## config.mk

```make
export PLATFORM = sky130hd
export DESIGN_NAME = dbscan_point_clusterer
export DESIGN_NICKNAME = d
export VERILOG_FILES = /design/src/rtl/dbscan_pkg.sv /design/src/rtl/dbscan_ctrl.sv /design/src/rtl/dbscan_dp.sv /design/src/rtl/dbscan_point_clusterer.sv
export SDC_FILE = /design/constraint.sdc
export NUM_CORES = 2
export LEC_CHECK = 0
export BUFFER_PORTS_ARGS = -buffer_cell sky130_fd_sc_hd__clkbuf_2
export CAP_MARGIN = 25
export CELL_PAD_IN_SITES_DETAIL_PLACEMENT = 0
export CELL_PAD_IN_SITES_GLOBAL_PLACEMENT = 1
export CORE_MARGIN = 2
export CORE_UTILIZATION = 35
export DETAILED_ROUTE_END_ITERATION = 10
export PLACE_DENSITY_LB_ADDON = 0.12
export SETUP_SLACK_MARGIN = 0.3
export SLEW_MARGIN = 5
export SYNTH_ARGS = -nofsm -noshare
export SYNTH_HDL_FRONTEND = slang
export SYNTH_SLANG_ARGS = --single-unit
```

## constraint.sdc

```tcl
create_clock -name clk -period 11.25 [get_ports clk]
set_input_delay 1.125 -clock clk [delete_from_list [all_inputs] [get_ports clk]]
set_output_delay 1.125 -clock clk [all_outputs]
set_load 0.01 [all_outputs]
```

## src/rtl/dbscan_pkg.sv

```systemverilog
// Shared types, command and status bundles, and constants for the DBSCAN clusterer.
`default_nettype none
package dbscan_pkg;

    localparam int RADIUS_W   = 34;
    localparam int MINPTS_W   = 7;
    localparam int LABEL_W    = 7;
    localparam int OUT_IDX_W  = 6;
    localparam int OUT_TDATA_W = 16;
    localparam int CFG_IDX_W  = 1;

    localparam logic [CFG_IDX_W-1:0] REG_RADIUS = 1'b0;
    localparam logic [CFG_IDX_W-1:0] REG_MINPTS = 1'b1;

    localparam logic [RADIUS_W-1:0] RADIUS_RESET = 34'd100;
    localparam logic [MINPTS_W-1:0] MINPTS_RESET = 7'd4;
    localparam logic [LABEL_W-1:0]  FIRST_CLUSTER = 7'd1;
    localparam logic [LABEL_W-1:0]  NOISE_LABEL   = 7'd0;

    typedef enum logic [3:0] {
        ST_IDLE,
        ST_CLEAR,
        ST_PSEL,
        ST_PREF,
        ST_PSCAN,
        ST_PDEC,
        ST_XWAIT,
        ST_QCHK,
        ST_QLD,
        ST_SREF,
        ST_SSCAN,
        ST_SDEC,
        ST_ORD,
        ST_OSHOW
    } state_t;

    typedef enum logic [1:0] {
        MODE_COUNT,
        MODE_CORE,
        MODE_SEED
    } scan_mode_t;

    typedef struct packed {
        logic       load;
        logic       clear;
        logic       p_inc;
        logic       ref_rd;
        logic       ref_seed;
        logic       ref_ld;
        logic       scan_start;
        scan_mode_t mode;
        logic       mark_noise;
        logic       q_reset;
        logic       q_rd;
        logic       cluster_inc;
        logic       out_start;
        logic       out_rd;
        logic       k_inc;
        logic       out_done;
    } cmd_t;

    typedef struct packed {
        logic p_done;
        logic p_labelled;
        logic scan_busy;
        logic core;
        logic q_empty;
        logic out_last;
    } status_t;

endpackage
`default_nettype wire

```

## src/rtl/dbscan_ctrl.sv

```systemverilog
// Sequencer for load, neighborhood scans, seed expansion and label readout.
`default_nettype none
module dbscan_ctrl
(
    input  wire                   clk,
    input  wire                   rst_n,
    input  wire                   in_valid,
    input  wire                   in_last,
    output logic                  in_ready,
    output logic                  out_valid,
    input  wire                   out_ready,
    input  dbscan_pkg::status_t   status,
    output dbscan_pkg::cmd_t      cmd
);

    dbscan_pkg::state_t state_reg;
    dbscan_pkg::state_t state_next;

    always_ff @(posedge clk or negedge rst_n)
    begin
        if (!rst_n)
        begin
            state_reg <= dbscan_pkg::ST_IDLE;
        end
        else
        begin
            state_reg <= state_next;
        end
    end

    always_comb
    begin
        state_next = state_reg;
        cmd        = '0;
        cmd.mode   = dbscan_pkg::MODE_COUNT;
        in_ready   = 1'b0;
        out_valid  = 1'b0;
        unique case (state_reg)
            dbscan_pkg::ST_IDLE:
            begin
                in_ready = 1'b1;
                if (in_valid)
                begin
                    cmd.load = 1'b1;
                    if (in_last)
                    begin
                        state_next = dbscan_pkg::ST_CLEAR;
                    end
                end
            end
            dbscan_pkg::ST_CLEAR:
            begin
                cmd.clear  = 1'b1;
                state_next = dbscan_pkg::ST_PSEL;
            end
            dbscan_pkg::ST_PSEL:
            begin
                priority if (status.p_done)
                begin
                    cmd.out_start = 1'b1;
                    state_next    = dbscan_pkg::ST_ORD;
                end
                else if (status.p_labelled)
                begin
                    cmd.p_inc = 1'b1;
                end
                else
                begin
                    cmd.ref_rd = 1'b1;
                    state_next = dbscan_pkg::ST_PREF;
                end
            end
            dbscan_pkg::ST_PREF:
            begin
                cmd.ref_ld     = 1'b1;
                cmd.scan_start = 1'b1;
                cmd.mode       = dbscan_pkg::MODE_COUNT;
                state_next     = dbscan_pkg::ST_PSCAN;
            end
            dbscan_pkg::ST_PSCAN:
            begin
                if (!status.scan_busy)
                begin
                    state_next = dbscan_pkg::ST_PDEC;
                end
            end
            dbscan_pkg::ST_PDEC:
            begin
                if (!status.core)
                begin
                    cmd.mark_noise = 1'b1;
                    cmd.p_inc      = 1'b1;
                    state_next     = dbscan_pkg::ST_PSEL;
                end
                else
                begin
                    cmd.q_reset    = 1'b1;
                    cmd.scan_start = 1'b1;
                    cmd.mode       = dbscan_pkg::MODE_CORE;
                    state_next     = dbscan_pkg::ST_XWAIT;
                end
            end
            dbscan_pkg::ST_XWAIT:
            begin
                if (!status.scan_busy)
                begin
                    state_next = dbscan_pkg::ST_QCHK;
                end
            end
            dbscan_pkg::ST_QCHK:
            begin
                if (status.q_empty)
                begin
                    cmd.cluster_inc = 1'b1;
                    cmd.p_inc       = 1'b1;
                    state_next      = dbscan_pkg::ST_PSEL;
                end
                else
                begin
                    cmd.q_rd   = 1'b1;
                    state_next = dbscan_pkg::ST_QLD;
                end
            end
            dbscan_pkg::ST_QLD:
            begin
                cmd.ref_rd   = 1'b1;
                cmd.ref_seed = 1'b1;
                state_next   = dbscan_pkg::ST_SREF;
            end
            dbscan_pkg::ST_SREF:
            begin
                cmd.ref_ld     = 1'b1;
                cmd.scan_start = 1'b1;
                cmd.mode       = dbscan_pkg::MODE_COUNT;
                state_next     = dbscan_pkg::ST_SSCAN;
            end
            dbscan_pkg::ST_SSCAN:
            begin
                if (!status.scan_busy)
                begin
                    state_next = dbscan_pkg::ST_SDEC;
                end
            end
            dbscan_pkg::ST_SDEC:
            begin
                if (!status.core)
                begin
                    state_next = dbscan_pkg::ST_QCHK;
                end
                else
                begin
                    cmd.scan_start = 1'b1;
                    cmd.mode       = dbscan_pkg::MODE_SEED;
                    state_next     = dbscan_pkg::ST_XWAIT;
                end
            end
            dbscan_pkg::ST_ORD:
            begin
                cmd.out_rd = 1'b1;
                state_next = dbscan_pkg::ST_OSHOW;
            end
            dbscan_pkg::ST_OSHOW:
            begin
                out_valid = 1'b1;
                if (out_ready)
                begin
                    if (status.out_last)
                    begin
                        cmd.out_done = 1'b1;
                        state_next   = dbscan_pkg::ST_IDLE;
                    end
                    else
                    begin
                        cmd.k_inc  = 1'b1;
                        state_next = dbscan_pkg::ST_ORD;
                    end
                end
            end
            default:
            begin
                state_next = dbscan_pkg::ST_IDLE;
            end
        endcase
    end

endmodule
`default_nettype wire

```

## src/rtl/dbscan_dp.sv

```systemverilog
// Datapath: point and label memories, distance pipeline, seed queue and counters.
`default_nettype none
module dbscan_dp
#(
    parameter int MAX_POINTS = 64,
    parameter int COORD_BITS = 16
)
(
    input  wire                                   clk,
    input  wire                                   rst_n,
    input  wire [COORD_BITS-1:0]                  in_x,
    input  wire [COORD_BITS-1:0]                  in_y,
    input  wire                                   cfg_we,
    input  wire [dbscan_pkg::CFG_IDX_W-1:0]       cfg_index,
    input  wire [dbscan_pkg::RADIUS_W-1:0]        cfg_data,
    input  dbscan_pkg::cmd_t                      cmd,
    output dbscan_pkg::status_t                   status,
    output logic [dbscan_pkg::OUT_IDX_W-1:0]      out_index,
    output logic [dbscan_pkg::LABEL_W-1:0]        out_label
);

    localparam int IW   = (MAX_POINTS > 1) ? $clog2(MAX_POINTS) : 1;
    localparam int CW   = $clog2(MAX_POINTS + 1);
    localparam int DW   = COORD_BITS + 1;
    localparam int SQW  = 2 * DW;
    localparam int SW   = SQW + 1;
    localparam int CMPW = (SW > dbscan_pkg::RADIUS_W) ? SW : dbscan_pkg::RADIUS_W;

    logic [dbscan_pkg::RADIUS_W-1:0] radius_reg;
    logic [dbscan_pkg::MINPTS_W-1:0] minpts_reg;

    logic [2*COORD_BITS-1:0] xy_mem [MAX_POINTS];
    logic [2*COORD_BITS-1:0] rd_xy_reg;
    logic [dbscan_pkg::LABEL_W-1:0] lab_mem [MAX_POINTS];
    logic [dbscan_pkg::LABEL_W-1:0] lab_rd_reg;
    logic [IW-1:0] q_mem [MAX_POINTS];
    logic [IW-1:0] qdata_reg;

    logic [CW-1:0] cnt_reg;
    logic [CW-1:0] p_reg;
    logic [IW-1:0] k_reg;
    logic [CW-1:0] head_reg;
    logic [CW-1:0] tail_reg;
    logic [dbscan_pkg::LABEL_W-1:0] cluster_reg;
    logic [CW-1:0] ncnt_reg;
    logic [MAX_POINTS-1:0] labelled_reg;
    logic [MAX_POINTS-1:0] noise_reg;

    logic [COORD_BITS-1:0] px_reg;
    logic [COORD_BITS-1:0] py_reg;
    logic [IW-1:0] ref_idx_reg;

    logic                   iss_reg;
    logic [CW-1:0]          si_reg;
    dbscan_pkg::scan_mode_t mode_reg;
    logic                   v1_reg;
    logic                   v2_reg;
    logic                   v3_reg;
    logic                   v4_reg;
    logic [IW-1:0]          idx1_reg;
    logic [IW-1:0]          idx2_reg;
    logic [IW-1:0]          idx3_reg;
    logic [IW-1:0]          idx4_reg;
    logic [DW-1:0]          dx_reg;
    logic [DW-1:0]          dy_reg;
    logic [SQW-1:0]         sqx_reg;
    logic [SQW-1:0]         sqy_reg;
    logic                   near_reg;

    logic [IW-1:0] rd_addr;
    logic          rd_en;
    logic [DW-1:0] dx_raw;
    logic [DW-1:0] dy_raw;
    logic [SW-1:0] dist_sum;

    logic                          hit;
    logic                          set_lab;
    logic                          clr_noise;
    logic                          enq;
    logic                          lab_we;
    logic [IW-1:0]                 lab_wa;
    logic [dbscan_pkg::LABEL_W-1:0] lab_wd;

    // configuration registers
    always_ff @(posedge clk or negedge rst_n)
    begin
        if (!rst_n)
        begin
            radius_reg <= dbscan_pkg::RADIUS_RESET;
            minpts_reg <= dbscan_pkg::MINPTS_RESET;
        end
        else if (cfg_we)
        begin
            unique case (cfg_index)
                dbscan_pkg::REG_RADIUS: radius_reg <= cfg_data;
                dbscan_pkg::REG_MINPTS: minpts_reg <= cfg_data[dbscan_pkg::MINPTS_W-1:0];
                default: ;
            endcase
        end
    end

    assign rd_en   = iss_reg | cmd.ref_rd;
    assign rd_addr = iss_reg ? si_reg[IW-1:0] : (cmd.ref_seed ? qdata_reg : p_reg[IW-1:0]);

    always_ff @(posedge clk)
    begin
        if (cmd.load && (cnt_reg != CW'(MAX_POINTS)))
        begin
            xy_mem[cnt_reg[IW-1:0]] <= {in_y, in_x};
        end
        if (rd_en)
        begin
            rd_xy_reg <= xy_mem[rd_addr];
        end
        if (cmd.ref_rd)
        begin
            ref_idx_reg <= rd_addr;
        end
        if (cmd.ref_ld)
        begin
            px_reg <= rd_xy_reg[COORD_BITS-1:0];
            py_reg <= rd_xy_reg[2*COORD_BITS-1:COORD_BITS];
        end
    end

    // distance pipeline: absolute differences, squares, sum and compare
    always_comb
    begin
        logic [DW-1:0] ddx;
        logic [DW-1:0] ddy;
        ddx = {rd_xy_reg[COORD_BITS-1], rd_xy_reg[COORD_BITS-1:0]}
            - {px_reg[COORD_BITS-1], px_reg};
        ddy = {rd_xy_reg[2*COORD_BITS-1], rd_xy_reg[2*COORD_BITS-1:COORD_BITS]}
            - {py_reg[COORD_BITS-1], py_reg};
        dx_raw = ddx[DW-1] ? (~ddx + DW'(1)) : ddx;
        dy_raw = ddy[DW-1] ? (~ddy + DW'(1)) : ddy;
    end

    assign dist_sum = SW'(sqx_reg) + SW'(sqy_reg);

    always_ff @(posedge clk)
    begin
        idx1_reg <= si_reg[IW-1:0];
        idx2_reg <= idx1_reg;
        idx3_reg <= idx2_reg;
        idx4_reg <= idx3_reg;
        dx_reg   <= dx_raw;
        dy_reg   <= dy_raw;
        sqx_reg  <= SQW'(dx_reg) * SQW'(dx_reg);
        sqy_reg  <= SQW'(dy_reg) * SQW'(dy_reg);
        near_reg <= CMPW'(dist_sum) <= CMPW'(radius_reg);
    end

    always_ff @(posedge clk or negedge rst_n)
    begin
        if (!rst_n)
        begin
            iss_reg  <= 1'b0;
            si_reg   <= '0;
            mode_reg <= dbscan_pkg::MODE_COUNT;
            v1_reg   <= 1'b0;
            v2_reg   <= 1'b0;
            v3_reg   <= 1'b0;
            v4_reg   <= 1'b0;
        end
        else
        begin
            v1_reg <= iss_reg;
            v2_reg <= v1_reg;
            v3_reg <= v2_reg;
            v4_reg <= v3_reg;
            if (cmd.scan_start)
            begin
                iss_reg  <= 1'b1;
                si_reg   <= '0;
                mode_reg <= cmd.mode;
            end
            else if (iss_reg)
            begin
                si_reg <= si_reg + CW'(1);
                if (si_reg == cnt_reg - CW'(1))
                begin
                    iss_reg <= 1'b0;
                end
            end
        end
    end

    // act on each neighbor as it leaves the pipeline
    always_comb
    begin
        hit       = v4_reg & near_reg;
        set_lab   = 1'b0;
        clr_noise = 1'b0;
        enq       = 1'b0;
        lab_we    = 1'b0;
        lab_wa    = idx4_reg;
        lab_wd    = cluster_reg;
        unique case (mode_reg)
            dbscan_pkg::MODE_COUNT: ;
            dbscan_pkg::MODE_CORE:
            begin
                if (hit)
                begin
                    set_lab   = 1'b1;
                    clr_noise = 1'b1;
                    lab_we    = 1'b1;
                    enq       = (idx4_reg != ref_idx_reg);
                end
            end
            dbscan_pkg::MODE_SEED:
            begin
                if (hit)
                begin
                    if (!labelled_reg[idx4_reg])
                    begin
                        set_lab = 1'b1;
                        lab_we  = 1'b1;
                        enq     = 1'b1;
                    end
                    else if (noise_reg[idx4_reg])
                    begin
                        clr_noise = 1'b1;
                        lab_we    = 1'b1;
                    end
                end
            end
            default: ;
        endcase
        if (cmd.mark_noise)
        begin
            lab_we = 1'b1;
            lab_wa = p_reg[IW-1:0];
            lab_wd = dbscan_pkg::NOISE_LABEL;
        end
    end

    always_ff @(posedge clk)
    begin
        if (lab_we)
        begin
            lab_mem[lab_wa] <= lab_wd;
        end
        if (cmd.out_rd)
        begin
            lab_rd_reg <= lab_mem[k_reg];
        end
        if (enq)
        begin
            q_mem[tail_reg[IW-1:0]] <= idx4_reg;
        end
        if (cmd.q_rd)
        begin
            qdata_reg <= q_mem[head_reg[IW-1:0]];
        end
    end

    always_ff @(posedge clk or negedge rst_n)
    begin
        if (!rst_n)
        begin
            cnt_reg      <= '0;
            p_reg        <= '0;
            k_reg        <= '0;
            head_reg     <= '0;
            tail_reg     <= '0;
            cluster_reg  <= dbscan_pkg::FIRST_CLUSTER;
            ncnt_reg     <= '0;
            labelled_reg <= '0;
            noise_reg    <= '0;
        end
        else
        begin
            if (cmd.load && (cnt_reg != CW'(MAX_POINTS)))
            begin
                cnt_reg <= cnt_reg + CW'(1);
            end
            else if (cmd.out_done)
            begin
                cnt_reg <= '0;
            end
            if (cmd.clear)
            begin
                p_reg        <= '0;
                cluster_reg  <= dbscan_pkg::FIRST_CLUSTER;
                labelled_reg <= '0;
                noise_reg    <= '0;
            end
            else
            begin
                if (cmd.p_inc)
                begin
                    p_reg <= p_reg + CW'(1);
                end
                if (cmd.cluster_inc)
                begin
                    cluster_reg <= cluster_reg + dbscan_pkg::LABEL_W'(1);
                end
                if (cmd.mark_noise)
                begin
                    labelled_reg[p_reg[IW-1:0]] <= 1'b1;
                    noise_reg[p_reg[IW-1:0]]    <= 1'b1;
                end
                if (set_lab)
                begin
                    labelled_reg[idx4_reg] <= 1'b1;
                end
                if (clr_noise)
                begin
                    noise_reg[idx4_reg] <= 1'b0;
                end
            end
            if (cmd.scan_start)
            begin
                ncnt_reg <= '0;
            end
            else if (hit && (mode_reg == dbscan_pkg::MODE_COUNT))
            begin
                ncnt_reg <= ncnt_reg + CW'(1);
            end
            if (cmd.q_reset)
            begin
                head_reg <= '0;
                tail_reg <= '0;
            end
            else
            begin
                if (cmd.q_rd)
                begin
                    head_reg <= head_reg + CW'(1);
                end
                if (enq)
                begin
                    tail_reg <= tail_reg + CW'(1);
                end
            end
            if (cmd.out_start)
            begin
                k_reg <= '0;
            end
            else if (cmd.k_inc)
            begin
                k_reg <= k_reg + IW'(1);
            end
        end
    end

    assign status.p_done     = (p_reg == cnt_reg);
    assign status.p_labelled = labelled_reg[p_reg[IW-1:0]];
    assign status.scan_busy  = iss_reg | v1_reg | v2_reg | v3_reg | v4_reg;
    assign status.core       = dbscan_pkg::MINPTS_W'(ncnt_reg) >= minpts_reg;
    assign status.q_empty    = (head_reg == tail_reg);
    assign status.out_last   = ((CW'(k_reg) + CW'(1)) == cnt_reg);

    assign out_index = dbscan_pkg::OUT_IDX_W'(k_reg);
    assign out_label = lab_rd_reg;

endmodule
`default_nettype wire

```

## src/rtl/dbscan_point_clusterer.sv

```systemverilog
// Points load while the block is idle; the last one starts a pass over the n stored points:
// a clear step, a skip per labelled point, a count scan per visited point and per seed, an
// expansion scan per core point, a cluster step per finished cluster, then the label beats.
// Throughput: scans stream one stored point per cycle through a four-stage distance pipe.
// Reset: asynchronous active low; clears counters, queue pointers and flags, and loads
// radius_squared = 100 and min_points = 4. Memories are not cleared.
`default_nettype none
module dbscan_point_clusterer
#(
    parameter int MAX_POINTS = 64,
    parameter int COORD_BITS = 16
)
(
    input  wire                                     clk,
    input  wire                                     rst_n,
    input  wire                                     s_axis_tvalid,
    output logic                                    s_axis_tready,
    // x_coord, y_coord, zero pad
    input  wire [((2*COORD_BITS+7)/8)*8-1:0]        s_axis_tdata,
    input  wire                                     s_axis_tlast,
    output logic                                    m_axis_tvalid,
    input  wire                                     m_axis_tready,
    // point_index, cluster_label, zero pad
    output logic [dbscan_pkg::OUT_TDATA_W-1:0]      m_axis_tdata,
    output logic                                    m_axis_tlast,
    input  wire                                     cfg_we,
    input  wire [dbscan_pkg::CFG_IDX_W-1:0]         cfg_index,
    input  wire [dbscan_pkg::RADIUS_W-1:0]          cfg_data
);

    localparam int PAD_W = dbscan_pkg::OUT_TDATA_W - dbscan_pkg::OUT_IDX_W
                         - dbscan_pkg::LABEL_W;

    dbscan_pkg::cmd_t    cmd;
    dbscan_pkg::status_t status;
    logic [dbscan_pkg::OUT_IDX_W-1:0] out_index;
    logic [dbscan_pkg::LABEL_W-1:0]   out_label;

    dbscan_ctrl u_ctrl
    (
        .clk       (clk),
        .rst_n     (rst_n),
        .in_valid  (s_axis_tvalid),
        .in_last   (s_axis_tlast),
        .in_ready  (s_axis_tready),
        .out_valid (m_axis_tvalid),
        .out_ready (m_axis_tready),
        .status    (status),
        .cmd       (cmd)
    );

    dbscan_dp
    #(
        .MAX_POINTS (MAX_POINTS),
        .COORD_BITS (COORD_BITS)
    )
    u_dp
    (
        .clk       (clk),
        .rst_n     (rst_n),
        .in_x      (s_axis_tdata[COORD_BITS-1:0]),
        .in_y      (s_axis_tdata[2*COORD_BITS-1:COORD_BITS]),
        .cfg_we    (cfg_we),
        .cfg_index (cfg_index),
        .cfg_data  (cfg_data),
        .cmd       (cmd),
        .status    (status),
        .out_index (out_index),
        .out_label (out_label)
    );

    assign m_axis_tdata = {PAD_W'(0), out_label, out_index};
    assign m_axis_tlast = status.out_last;

`ifndef SYNTHESIS
    // loading and label readout never overlap
    assert property (@(posedge clk) disable iff (!rst_n)
        !(s_axis_tready && m_axis_tvalid))
        else $error("input ready while a label beat is pending");

    // the final label beat returns the block to loading
    assert property (@(posedge clk) disable iff (!rst_n)
        (m_axis_tvalid && m_axis_tready && m_axis_tlast) |=> s_axis_tready)
        else $error("block not ready after final label beat");

    // a label beat follows its read only when no scan is running
    assert property (@(posedge clk) disable iff (!rst_n)
        m_axis_tvalid |-> !status.scan_busy)
        else $error("label beat shown during a neighborhood scan");
`endif

endmodule
`default_nettype wire
```

==> results.txt <==
The critical path goes through and2_1 -> inv_1 -> fa_1 -> inv_1 -> fa_1 -> inv_1 -> fa_1 -> inv_1 -> fa_1 -> fa_1 -> inv_1 -> fa_1 -> inv_1 -> ha_1 -> a21o_1 -> and3_1 -> a2111oi_0 -> a21oi_1 -> o41ai_1 -> o21bai_1 -> a211oi_1 -> xnor2_1. In this run, post-CTS hold repair placed 0 buffers. The run gives 0 as the number of pins exceeding their max-slew limit in the final report. The initial cell density of the core was 0.352. The tools report the global-route met2 utilization as 0.338. The min-delay analysis places its worst path in the category in2async. The library cell used most frequently in the layout, excluding fill and tap cells, is sky130_fd_sc_hd__edfxtp_1. The number of antenna violations at the first check in global routing came out at 19. Setup repair after global routing left no endpoint under its margin. In this run, the number of DRC markers left after iteration 0 of detailed routing was 7400. The final weighted congestion in routability-driven placement came out at 0.791. The die is 657 µm wide. The area inside the core boundary is 424000 µm², and the pin count of the biggest net entering global routing is 115. The area of the mapped netlist is 149000 µm², and the count of mapped cells out of synthesis is 9792. The count of buffers added on input and output ports is 88.

Yosys mapped the design onto 94 distinct sky130hd cell types. The height of the die is 657 µm. The area growth from synthesis to layout is 13.9%. For the via count, the log shows 85200. Flip-flop count of the largest register, all copies and words added: 2048. For this run, the post-layout net count is 10800. Global routing usage on met3: 0.0227.

STA classifies the critical path startpoint as a flip-flop. The count of nets left with antenna violations once routing finished came out at 0. Synthesis inferred 3323 register bits. By area the synthesized netlist is led by sky130_fd_sc_hd__edfxtp_1 (60%), sky130_fd_sc_hd__mux4_2 (8.4%), sky130_fd_sc_hd__fa_1 (5.1%). The clock passes through at most 4 buffers. Total track usage: 0.201.

At the pin with the least slew margin, the transition time is 1.13 ns. The worst max-slew margin expressed relative to the limit came out at 0.249. CTS placed an instance of sky130_fd_sc_hd__clkbuf_16 at the clock tree root. 92 I/O pins were placed.

Clock edge transition at the registers on the reported setup and hold paths: 0.06 ns. The max capacitance violation total is 0. The fraction of layout cells with a size suffix above 1 came out at 0.159. The clock latency on the worst-skew pair is 0.97 ns. The count of final hold-check violations is 0. The highest clock frequency the design can meet was 0.137 GHz. The worst-case clock skew came out at 0.0640 ns. Dividing the synthesized area by the synthesized cell count gives 15.3 µm². The worst hold slack was 0.222 ns. The run gives 378 as the total CTS buffers. The critical setup path kind was reg2reg. In this run, synthesis inferred 2963 flip-flops with an integrated enable. The routing layer with the top usage in global route is met2. For this run, the number of Yosys warnings is 0. The top cell types in the final layout, fill and taps aside, are sky130_fd_sc_hd__edfxtp_1 (2963), sky130_fd_sc_hd__nand2_1 (1145), sky130_fd_sc_hd__inv_1 (673). The global-route wire length before repair was 636000 µm; the routed via count divided by cell count was 5.32. The number of search-and-repair iterations in the first detailed-routing pass was 7; the share of synthesized registers carrying an async set or reset was 0.0707. After detailed routing, the total wire length is 442000 µm.

Across all register-to-register paths, the minimum setup slack is 3.95 ns. The tools report the arrival time of data at the critical path endpoint as 8.14 ns. Among all stages on the critical path, the largest delay is contributed by sky130_fd_sc_hd__o41ai_1.

After routing, the total negative slack on setup checks comes to 0 ns. Data on the critical path is required at its endpoint by 12.09 ns. STA classifies the critical path endpoint as a flip-flop. The worst path buffer plus inverter count works out to 6. The highest net fanout along the worst path is 17.

The total overflow left after global routing is 0. The run gives 0.401 as the post-layout utilization of the core. The most used flip-flop cell after synthesis is sky130_fd_sc_hd__edfxtp_1. The part of the Yosys area used for sequential elements is 0.652.

The flow ran to the end, and the final reports show no timing, DRC or antenna violations. TritonCTS built the clock tree. sky130_fd_sc_hd__edfxtp_1 takes more of the synthesized area than any other cell. For the post-CTS setup buffer count, the log shows 0.

The H-tree generated during clock tree synthesis spans 5 levels. The share of the synthesized area in the top cell type was 0.596; the total of endpoints with negative setup slack in the final report was 0. The floorplan has 239 rows.

For the met1 track utilization from global routing, the log shows 0.280. Detailed placement finished with a half-perimeter wire length of 261000 µm. Gates resized during post-CTS repair numbered 0.

For the finished layout, the period the worst path requires is 7.30 ns. The die covers 432000 µm². The number of clock sinks was 3323; the post-route fraction of the period consumed by the critical path was 0.649. Average routed wire per standard cell: 27.6 µm. In the routed design, unresolved DRC markers number 0. On the worst path, the slowest cell contributes a delay of 0.85 ns.

In this design, the largest share of critical-path delay is due to adder cells. The via count of the first global-routing pass came out at 87300.
synth_stat cells, types with 34 or more instances:
master                     instances
sky130_fd_sc_hd__nand4_1          88
sky130_fd_sc_hd__ha_1            343
sky130_fd_sc_hd__o21ai_0         158
sky130_fd_sc_hd__fa_1            382
sky130_fd_sc_hd__buf_2            73
sky130_fd_sc_hd__nand3_1         354
sky130_fd_sc_hd__a221o_1          40
sky130_fd_sc_hd__a31oi_1         160
sky130_fd_sc_hd__a22oi_1          64
sky130_fd_sc_hd__a211oi_1         88
sky130_fd_sc_hd__buf_1            66
sky130_fd_sc_hd__edfxtp_1       2963
sky130_fd_sc_hd__a21oi_1         260
sky130_fd_sc_hd__a221oi_1         96
sky130_fd_sc_hd__and2_1          127
sky130_fd_sc_hd__and3_1           48
sky130_fd_sc_hd__dfrtp_1         230
sky130_fd_sc_hd__a222oi_1         34
sky130_fd_sc_hd__nor3_1           82
sky130_fd_sc_hd__dfxtp_1         125
sky130_fd_sc_hd__mux2i_1         160
sky130_fd_sc_hd__nor2b_1          43
sky130_fd_sc_hd__nand2_1        1147
sky130_fd_sc_hd__xnor2_1         153
sky130_fd_sc_hd__xor2_1           78
sky130_fd_sc_hd__inv_1           673
sky130_fd_sc_hd__clkbuf_1        322
sky130_fd_sc_hd__nand2b_1         36
sky130_fd_sc_hd__mux4_2          555
sky130_fd_sc_hd__a32oi_1          36
sky130_fd_sc_hd__nor2_1          401
sky130_fd_sc_hd__a21o_1           59
layer usage:
layer | vias up | part of all wire
met2 | 2378 | 0.49
li1 | 37300 | -
met5 | - | 0
met4 | 0 | 0.021
met1 | 45000 | 0.45
met3 | 512 | 0.047
stage by stage:
step / setup slack, ns / area [µm²] / instances
after floorplan: 4.94 / 149000 / 9794
after global placement: 3.92 / 157000 / 15300
after detailed placement: 3.88 / 158000 / 15300
after CTS: 3.88 / 170000 / 16000
after global routing: 3.47 / 170000 / 16000
final: 3.95 / 170000 / 16000
final timing paths:
kind / startpoint / end / depth (start not counted)
worst max-delay path: u_dp.dy_reg[4] / u_dp.sqy_reg[33] / 22
worst min-delay path: rst_n / u_dp.cluster_reg[3] / 1
worst max register to register: u_dp.dy_reg[4] / u_dp.sqy_reg[33] / 22
worst min register to register: u_dp.idx3_reg[3] / u_dp.idx4_reg[3] / 0
max in group asynchronous: rst_n / u_dp.out_index[0] / 2
min in group clk: u_dp.idx3_reg[3] / u_dp.idx4_reg[3] / 0
logic make-up after synthesis:
logic type | Yosys count | share of synthesized area
DFF | 3323 | 0.652
and+or+nand+nor | 2421 | 0.0727
buffers and inverters | 1182 | 0.0324
AOI/OAI and AO/OA | 1161 | 0.0529
muxes | 748 | 0.0969
adders and majority gates | 725 | 0.0799
xor gates and xnor gates | 231 | 0.0135
other | 1 | 0.0000251
area by class of cell:
| class | count | area [µm²] |
|---|---|---|
| flip-flops and latches | 3323 | 97400 |
| multi-input cells | 5289 | 48000 |
| inverters | 676 | 2560 |
| clock inverters | 209 | 2240 |
| fillers | 38700 | 254000 |
| clock buffers | 485 | 10100 |
| diodes | 10 | 25.0 |
| repair buffers | 365 | 2750 |
| well taps | 5663 | 7090 |
Power is left out: the tool's default activity adds up to more than one toggle a clock period on the data nets, which glitch-free logic cannot reach.
